<file path="src/hdl/lhp_pkg.sv">
// ----------------------------------------------------------------------------
// lhp_pkg
// Types and constants shared by the line hash partitioner modules.
// ----------------------------------------------------------------------------
`default_nettype none

package lhp_pkg;

	localparam logic [31:0] HASH_SEED    = 32'd5381;
	localparam logic [7:0]  NEWLINE_BYTE = 8'd10;
	localparam int unsigned HASH_W       = 32;
	localparam int unsigned BUCKET_W     = 16;

	// register indexes
	localparam logic REG_BUCKET_COUNT = 1'b0;

	typedef struct packed {
		logic [7:0] data_byte;
		logic       end_of_stream;
	} lhp_in_t;

	typedef struct packed {
		logic [BUCKET_W-1:0] bucket;
		logic [HASH_W-1:0]   hash_low;
	} lhp_out_t;

	typedef struct packed {
		logic                start;
		logic [HASH_W-1:0]   hash;
		logic [BUCKET_W-1:0] divisor;
	} lhp_div_req_t;

	typedef struct packed {
		logic                busy;
		logic                done;
		logic [BUCKET_W-1:0] rem;
		logic [HASH_W-1:0]   hash;
	} lhp_div_rsp_t;

endpackage

`default_nettype wire

</file>
<file path="src/hdl/lhp_hash.sv">
// ----------------------------------------------------------------------------
// lhp_hash
// Per-line djb2 accumulator and chunk length counter; flags the end of a line.
// ----------------------------------------------------------------------------
`default_nettype none

module lhp_hash
	import lhp_pkg::*;
#(
	parameter int unsigned MAX_CHUNK = 4011
) (
	input  wire logic              clk,
	input  wire logic              arst_n,
	input  wire logic              beat,
	input  wire lhp_in_t           item,
	output logic                   line_end,
	output logic [HASH_W-1:0]      line_hash
);

	localparam int unsigned LEN_W = $clog2(MAX_CHUNK + 1);

	logic [HASH_W-1:0] hash_q;
	logic              stopped_q;
	logic [LEN_W-1:0]  len_q;

	logic              is_newline;
	logic              stop_byte;
	logic [HASH_W-1:0] add;
	logic [HASH_W-1:0] hash_next;
	logic [LEN_W-1:0]  len_next;

	assign is_newline = (item.data_byte == NEWLINE_BYTE);
	assign stop_byte  = is_newline || (item.data_byte == 8'd0);
	// signed char add, only the low word of the hash ever reaches the output
	assign add        = {{(HASH_W-8){item.data_byte[7]}}, item.data_byte};
	assign len_next   = len_q + LEN_W'(1);

	always_comb begin
		hash_next = hash_q;
		if (!stopped_q && !stop_byte) begin
			hash_next = {hash_q[HASH_W-6:0], 5'd0} + hash_q + add;
		end
	end

	assign line_end  = is_newline || item.end_of_stream || (len_next == LEN_W'(MAX_CHUNK));
	assign line_hash = hash_next;

	always_ff @(posedge clk or negedge arst_n) begin
		if (!arst_n) begin
			hash_q    <= HASH_SEED;
			stopped_q <= 1'b0;
			len_q     <= '0;
		end else if (beat) begin
			if (line_end) begin
				hash_q    <= HASH_SEED;
				stopped_q <= 1'b0;
				len_q     <= '0;
			end else begin
				hash_q    <= hash_next;
				stopped_q <= stopped_q || stop_byte;
				len_q     <= len_next;
			end
		end
	end

endmodule

`default_nettype wire

</file>
<file path="src/hdl/lhp_divider.sv">
// ----------------------------------------------------------------------------
// lhp_divider
// Restoring remainder unit, one quotient bit per cycle, with a result hold.
// ----------------------------------------------------------------------------
`default_nettype none

module lhp_divider
	import lhp_pkg::*;
(
	input  wire logic         clk,
	input  wire logic         arst_n,
	input  wire lhp_div_req_t req,
	input  wire logic         ack,
	output lhp_div_rsp_t      rsp
);

	localparam logic [1:0] ST_IDLE = 2'd0;
	localparam logic [1:0] ST_RUN  = 2'd1;
	localparam logic [1:0] ST_DONE = 2'd2;

	localparam int unsigned CNT_W = $clog2(HASH_W);

	logic [1:0]          state_q;
	logic [CNT_W-1:0]    cnt_q;
	logic [HASH_W-1:0]   dividend_q;
	logic [HASH_W-1:0]   hash_q;
	logic [BUCKET_W-1:0] divisor_q;
	logic [BUCKET_W-1:0] rem_q;

	logic [BUCKET_W:0]   rem_shift;
	logic [BUCKET_W:0]   rem_diff;
	logic [BUCKET_W-1:0] rem_next;

	assign rem_shift = {rem_q, dividend_q[HASH_W-1]};
	assign rem_diff  = rem_shift - {1'b0, divisor_q};
	assign rem_next  = (rem_shift >= {1'b0, divisor_q}) ? rem_diff[BUCKET_W-1:0]
	                                                     : rem_shift[BUCKET_W-1:0];

	always_ff @(posedge clk or negedge arst_n) begin
		if (!arst_n) begin
			state_q <= ST_IDLE;
			cnt_q   <= '0;
		end else begin
			case (state_q)
				ST_IDLE: begin
					if (req.start) begin
						state_q <= ST_RUN;
						cnt_q   <= '0;
					end
				end
				ST_RUN: begin
					cnt_q <= cnt_q + CNT_W'(1);
					if (cnt_q == CNT_W'(HASH_W - 1)) begin
						state_q <= ST_DONE;
					end
				end
				ST_DONE: begin
					if (ack) begin
						state_q <= ST_IDLE;
					end
				end
				default: begin
					state_q <= ST_IDLE;
				end
			endcase
		end
	end

	always_ff @(posedge clk) begin
		if (state_q == ST_IDLE && req.start) begin
			dividend_q <= req.hash;
			hash_q     <= req.hash;
			// a zero count acts as one
			divisor_q  <= (req.divisor == '0) ? BUCKET_W'(1) : req.divisor;
			rem_q      <= '0;
		end else if (state_q == ST_RUN) begin
			dividend_q <= {dividend_q[HASH_W-2:0], 1'b0};
			rem_q      <= rem_next;
		end
	end

	assign rsp.busy = (state_q != ST_IDLE);
	assign rsp.done = (state_q == ST_DONE);
	assign rsp.rem  = rem_q;
	assign rsp.hash = hash_q;

endmodule

`default_nettype wire

</file>
<file path="src/hdl/line_hash_partitioner_unit.sv">
// ----------------------------------------------------------------------------
// line_hash_partitioner_unit
// Hashes text lines with djb2 and maps each line to a bucket by modulo.
// ----------------------------------------------------------------------------
//  channel   dir  handshake               payload
//  byte      in   byte_valid/byte_stall   lhp_in_t  (data_byte, end_of_stream)
//  res       out  res_valid/res_stall     lhp_out_t (bucket, hash_low)
//  cfg       in   apb psel/penable/pready bucket_count at address 0
//
//  a byte that does not end a line does not raise byte_stall
//  a line-ending byte starts the remainder unit: byte_stall is then high through
//  its one-bit steps, one per hash bit, and the hand-off to the output register
//  a stalled result in the output register holds the hand-off and so
//  extends byte_stall
//  reset clears the line state and sets bucket_count to 1
// ----------------------------------------------------------------------------
`default_nettype none

module line_hash_partitioner_unit
	import lhp_pkg::*;
#(
	parameter int unsigned MAX_CHUNK = 4011
) (
	input  wire logic        clk,
	input  wire logic        arst_n,
	input  wire logic        byte_valid,
	output logic             byte_stall,
	input  wire lhp_in_t     byte_data,
	output logic             res_valid,
	input  wire logic        res_stall,
	output lhp_out_t         res_data,
	input  wire logic        psel,
	input  wire logic        penable,
	input  wire logic        pwrite,
	input  wire logic [2:0]  paddr,
	input  wire logic [31:0] pwdata,
	output logic [31:0]      prdata,
	output logic             pready
);

	logic [BUCKET_W-1:0] bucket_count_q;
	logic                res_valid_q;
	lhp_out_t            res_data_q;

	logic                beat;
	logic                line_end;
	logic [HASH_W-1:0]   line_hash;
	logic                ack;
	lhp_div_req_t        div_req;
	lhp_div_rsp_t        div_rsp;

	assign pready = 1'b1;
	assign prdata = (paddr[2] == REG_BUCKET_COUNT) ? {16'd0, bucket_count_q} : 32'd0;

	always_ff @(posedge clk or negedge arst_n) begin
		if (!arst_n) begin
			bucket_count_q <= BUCKET_W'(1);
		end else if (psel && penable && pwrite && pready && paddr[2] == REG_BUCKET_COUNT) begin
			bucket_count_q <= pwdata[BUCKET_W-1:0];
		end
	end

	assign byte_stall = div_rsp.busy;
	assign beat       = byte_valid && !byte_stall;

	lhp_hash #(
		.MAX_CHUNK(MAX_CHUNK)
	) u_hash (
		.clk      (clk),
		.arst_n   (arst_n),
		.beat     (beat),
		.item     (byte_data),
		.line_end (line_end),
		.line_hash(line_hash)
	);

	assign div_req.start   = beat && line_end;
	assign div_req.hash    = line_hash;
	assign div_req.divisor = bucket_count_q;

	lhp_divider u_div (
		.clk   (clk),
		.arst_n(arst_n),
		.req   (div_req),
		.ack   (ack),
		.rsp   (div_rsp)
	);

	assign ack = div_rsp.done && (!res_valid_q || !res_stall);

	always_ff @(posedge clk or negedge arst_n) begin
		if (!arst_n) begin
			res_valid_q <= 1'b0;
		end else if (ack) begin
			res_valid_q <= 1'b1;
		end else if (!res_stall) begin
			res_valid_q <= 1'b0;
		end
	end

	always_ff @(posedge clk) begin
		if (ack) begin
			res_data_q.bucket   <= div_rsp.rem;
			res_data_q.hash_low <= div_rsp.hash;
		end
	end

	assign res_valid = res_valid_q;
	assign res_data  = res_data_q;

endmodule

`default_nettype wire

</file>
<file path="config.mk">
export PLATFORM = sky130hd
export DESIGN_NAME = line_hash_partitioner_unit
export DESIGN_NICKNAME = d
export VERILOG_FILES = /design/src/hdl/lhp_pkg.sv /design/src/hdl/lhp_hash.sv /design/src/hdl/lhp_divider.sv /design/src/hdl/line_hash_partitioner_unit.sv
export SDC_FILE = /design/constraint.sdc
export NUM_CORES = 1
export LEC_CHECK = 0
export CAP_MARGIN = 25
export CORE_MARGIN = 2
export CORE_UTILIZATION = 55
export CTS_CLUSTER_DIAMETER = 150
export DETAILED_ROUTE_END_ITERATION = 8
export DONT_BUFFER_PORTS = 1
export GPL_ROUTABILITY_DRIVEN = 0
export PLACE_DENSITY_LB_ADDON = 0.15
export SYNTH_ARGS = -nofsm -noshare
export SYNTH_HDL_FRONTEND = slang
export SYNTH_SLANG_ARGS = --single-unit
</file>
<file path="constraint.sdc">
create_clock -name clk -period 3.7 [get_ports clk]
set_input_delay 0.185 -clock clk [delete_from_list [all_inputs] [get_ports clk]]
set_output_delay 0.185 -clock clk [all_outputs]
set_load 0.005 [all_outputs]
</file>
==> run metrics <==
buffers plus inverters on the worst setup path=1; Setup violations, final=0; Chip Height=151 um; TritonCTS clock tree=built; Final Worst Setup Slack=approximately 0.17 ns; worst endpoint required time=3.96 ns; clock transition at the registers of the reported paths=roughly 0.06 ns; hold violation total from the final report=0; proportion of layout cells with a drive suffix above 1=a little over a tenth; HPWL Detailed=17800 um; CTS sink count=between 200 and 250; largest cells by area after synthesis=sky130_fd_sc_hd__edfxtp_1 (33%), sky130_fd_sc_hd__dfrtp_1 (13%), sky130_fd_sc_hd__ha_1 (5.8%); finished layout cell area=0.0131 mm^2; Core Region=0.0210 mm^2; maximum ir drop on the vdd rail=approximately 0.49 mV; worst hold slack=~0.049 ns; Avg Cell Area, Syn=10.7 um^2; maximum clock rate=between 200 and 300 MHz; crit-path leading delay family=compound AO/OA/AOI/OAI gates; first-pass GRT wire length=between 40000 and 50000 um; peak fanout along the critical path=4; post-route antenna net violation count=0; cell mode on critical path=sky130_fd_sc_hd__ha_1; met3 routed WL=between 1000 and 1500 um; buffer depth of the longest clock path=3; slew at the pin closest to its max-slew limit=0.907 ns; headroom to the max-slew limit=around two fifths; placement-stage cell area=approximately 0.012 mm^2; PwrDens=between 900 and 1000 mW/mm^2; worst setup path class=flop to flop; number of instances in the synthesized netlist=~1100; via count of the first global-routing pass=approximately 8000; routed via count divided by cell count=5.85; DRC violations left=0; final worst clock skew=about 0.020 ns; sequential element share of the synthesized area=approximately half; asr flop ratio synth=about 32%; largest net degree at the start of global routing=70; Non-Filler Instances=roughly 1400; result of the run=finished, final reports clean; residual overflow from global routing=0; total routed wire length on the met1 layer=11600 um; CTS HTree Levels=1; Yosys cell types=between 70 and 80; Worst Hold Class=input pin to flop; routed length on met2=roughly 12000 um; initial DRC count=511; TritonCTS Buffers=24; final layout net count=about 1300; number of placed I/O pins=approximately 130; setup repair after global routing missed its margin=true; Yosys reg bits=about 210; count of buffers from port buffering=0; Slew Viols, Final=0; prevailing post-synth register cell=sky130_fd_sc_hd__edfxtp_1; crit end category=flop; portion of synthesized cell area occupied by the leading cell type=roughly 33%; leakage component of the power=between 5 and 6 nW; critical path's slowest cell=sky130_fd_sc_hd__dfrtp_1; critical-path cell list=ha_1 -> ha_1 -> inv_1 -> fa_1 -> nand2b_1 -> a211o_1 -> a31o_2 -> nand3_1 -> and2_1 -> a2111oi_0 -> a221o_1 -> mux2_2; arrival time worst endpoint=3.80 ns; number of enable flip-flop cells after synthesis=~130; routed length per instance=18.1 um; Area Overhead vs Synth=10.6%; largest incremental delay on the critical path=0.42 ns; post-place setup slack=between 0.1 and 0.15 ns; minimum clock period=3.53 ns; antenna violations before repair=0; Die Footprint=between 0.02 and 0.025 mm^2; Period Utilization, post-route=~95%; Synth Warn #=0; Site Rows=53; Worst-Skew Late Latency=between 0.5 and 0.6 ns; number of iterations in the first detailed-routing pass=5; highest routing layer actually used=met4; starting utilization of the core area=approximately 56%; global-route usage over all layers=between 20% and 30%; cell accounting for the most synthesized area=sky130_fd_sc_hd__edfxtp_1; Post-Route Utilization=between 60% and 70%; Placed Cells=between 1000 and 1500; startpoint kind of the worst setup timing path=flop; number of max-cap violations=0; cell area after synthesis=0.0118 mm^2; clk root buf=sky130_fd_sc_hd__clkbuf_16; Horiz. Die Dim=151 um; total inserted antenna cells=0; Routed Wire Length=25500 um; detailed-route via count=8246
==> cell families (layout without fill, tap and decap cells) <==
logic type,after synthesis,after routing,share of synthesized area (%)
AOI/OAI and AO/OA,276,276,15.0
xor gates and xnor gates,36,36,2.67
adders and majority gates,83,83,10.6
buffers and inverters,127,139,4.81
DFF,213,213,49.9
muxes,42,42,3.84
other,2,17,0.0636
and+or+nand+nor,328,328,13.1
==> cells in the final DEF (no fill, tap or decap), types with 6 or more instances in the layout <==
master | netlist | final
sky130_fd_sc_hd__mux2_2 | 26 | 26
sky130_fd_sc_hd__dfxtp_1 | 16 | 16
sky130_fd_sc_hd__fa_1 | 28 | 28
sky130_fd_sc_hd__clkbuf_1 | 47 | 11
sky130_fd_sc_hd__mux2i_1 | 16 | 15
sky130_fd_sc_hd__a211o_1 | 10 | 10
sky130_fd_sc_hd__o21a_1 | 9 | 9
sky130_fd_sc_hd__dfrtp_1 | 63 | 63
sky130_fd_sc_hd__o31ai_1 | 21 | 20
sky130_fd_sc_hd__nand2_1 | 120 | 120
sky130_fd_sc_hd__nor2_1 | 70 | 69
sky130_fd_sc_hd__a211oi_1 | 7 | 7
sky130_fd_sc_hd__xnor2_1 | 21 | 21
sky130_fd_sc_hd__and2_1 | 6 | 6
sky130_fd_sc_hd__nand4_1 | 9 | 9
sky130_fd_sc_hd__nor2b_1 | 23 | 23
sky130_fd_sc_hd__inv_1 | 49 | 49
sky130_fd_sc_hd__nand3_1 | 39 | 39
sky130_fd_sc_hd__a22o_1 | 10 | 10
sky130_fd_sc_hd__clkbuf_16 | 0 | 24
sky130_fd_sc_hd__a21oi_1 | 62 | 59
sky130_fd_sc_hd__a21o_1 | 13 | 13
sky130_fd_sc_hd__dfstp_2 | 6 | 6
sky130_fd_sc_hd__dlygate4sd3_1 | 0 | 18
sky130_fd_sc_hd__ha_1 | 55 | 54
sky130_fd_sc_hd__buf_4 | 20 | 25
sky130_fd_sc_hd__conb_1 | 2 | 17
sky130_fd_sc_hd__nor3_1 | 18 | 18
sky130_fd_sc_hd__nand2b_1 | 10 | 10
sky130_fd_sc_hd__edfxtp_1 | 128 | 128
sky130_fd_sc_hd__o21ai_0 | 94 | 93
sky130_fd_sc_hd__and3_1 | 10 | 10
sky130_fd_sc_hd__a31oi_1 | 9 | 9
sky130_fd_sc_hd__xor2_1 | 15 | 15
==> worst min-delay path, stage by stage <==
cell and delay, ns:
sky130_fd_sc_hd__nor2_1 0.03, sky130_fd_sc_hd__and3_1 0.15, sky130_fd_sc_hd__a21oi_1 0.12, sky130_fd_sc_hd__nor2_1 0.05
==> final timing paths <==
path                                  start              endpoint  slack, ns  cells past startpoint
min in group asynchronous            arst_n        u_div.cnt_q[3]       0.22                      2
max                        u_hash.hash_q[1]  u_div.dividend_q[23]       0.17                     12
max reg2reg                u_hash.hash_q[1]  u_div.dividend_q[23]       0.17                     12
min                            byte_data[3]      u_hash.stopped_q       0.05                      4
max in group asynchronous            arst_n     u_hash.hash_q[10]       3.13                      2
min reg2reg                 u_div.hash_q[9]           res_data[9]       0.42                      0
==> metal layers <==
layer	global-route usage, %	vias to the layer above
met2	37.7	232
met3	3.15	44
met4	6.18	0
li1	-	3982
met5	0	-
met1	32.1	3988
==> repair_timing <==
| action | 4_1_cts | 5_1_grt |
|---|---|---|
| setup buffers | 0 | 0 |
| gates resized for setup | 0 | 11 |
| hold buffers | 19 | 0 |
| endpoints found under the setup margin | 0 | 18 |
| hold endpoints to repair | 87 | 0 |
==> area by class of cell <==
cell class | count | area, um^2
fillers | 1678 | 7970
flip-flops and latches | 213 | 5900
multi-input cells | 782 | 5480
clock buffers | 36 | 656
repair buffers | 45 | 410
well taps | 275 | 344
inverters | 50 | 189
clock inverters | 8 | 82.6
==> power by group <==
part | switching, mW | internal, mW
combinational | 3.88 | 2.71
sequential | 0.497 | 3.48
clock | 0.925 | 1.30
==> sequential cells by signal, summed over array words and instances (netlist names) <==
| register | flops |
|---|---|
| u_div.rem_q | 16 |
| u_div.cnt_q | 5 |
| u_div.dividend_q | 32 |
| u_hash.stopped_q | 1 |
| bucket_count_q | 16 |
| res_valid | 1 |
| u_div.hash_q | 32 |
| u_div.state_q | 2 |
| u_hash.hash_q | 32 |
| u_hash.len_q | 12 |
| res_data | 48 |
| u_div.divisor_q | 16 |
==> through the flow <==
stage | total power, mW | setup TNS [ns]
final | 12.8 | 0
after global placement | 10.2 | 0
after CTS | 12.7 | 0
after global routing | 13.8 | -0.0239
after detailed placement | 10.4 | 0
after floorplan | 8.74 | 0
==> synthesized netlist by cell type, types with 20 or more instances <==
cell type                  count
sky130_fd_sc_hd__edfxtp_1    128
sky130_fd_sc_hd__nand2_1     120
sky130_fd_sc_hd__o21ai_0      94
sky130_fd_sc_hd__nor2_1       70
sky130_fd_sc_hd__dfrtp_1      63
sky130_fd_sc_hd__a21oi_1      62
sky130_fd_sc_hd__ha_1         55
sky130_fd_sc_hd__inv_1        49
sky130_fd_sc_hd__clkbuf_1     47
sky130_fd_sc_hd__nand3_1      39
sky130_fd_sc_hd__fa_1         28
sky130_fd_sc_hd__mux2_2       26
sky130_fd_sc_hd__nor2b_1      23
sky130_fd_sc_hd__o31ai_1      21
sky130_fd_sc_hd__xnor2_1      21
sky130_fd_sc_hd__buf_4        20
No activity file was read; power rests on OpenSTA's default activity.
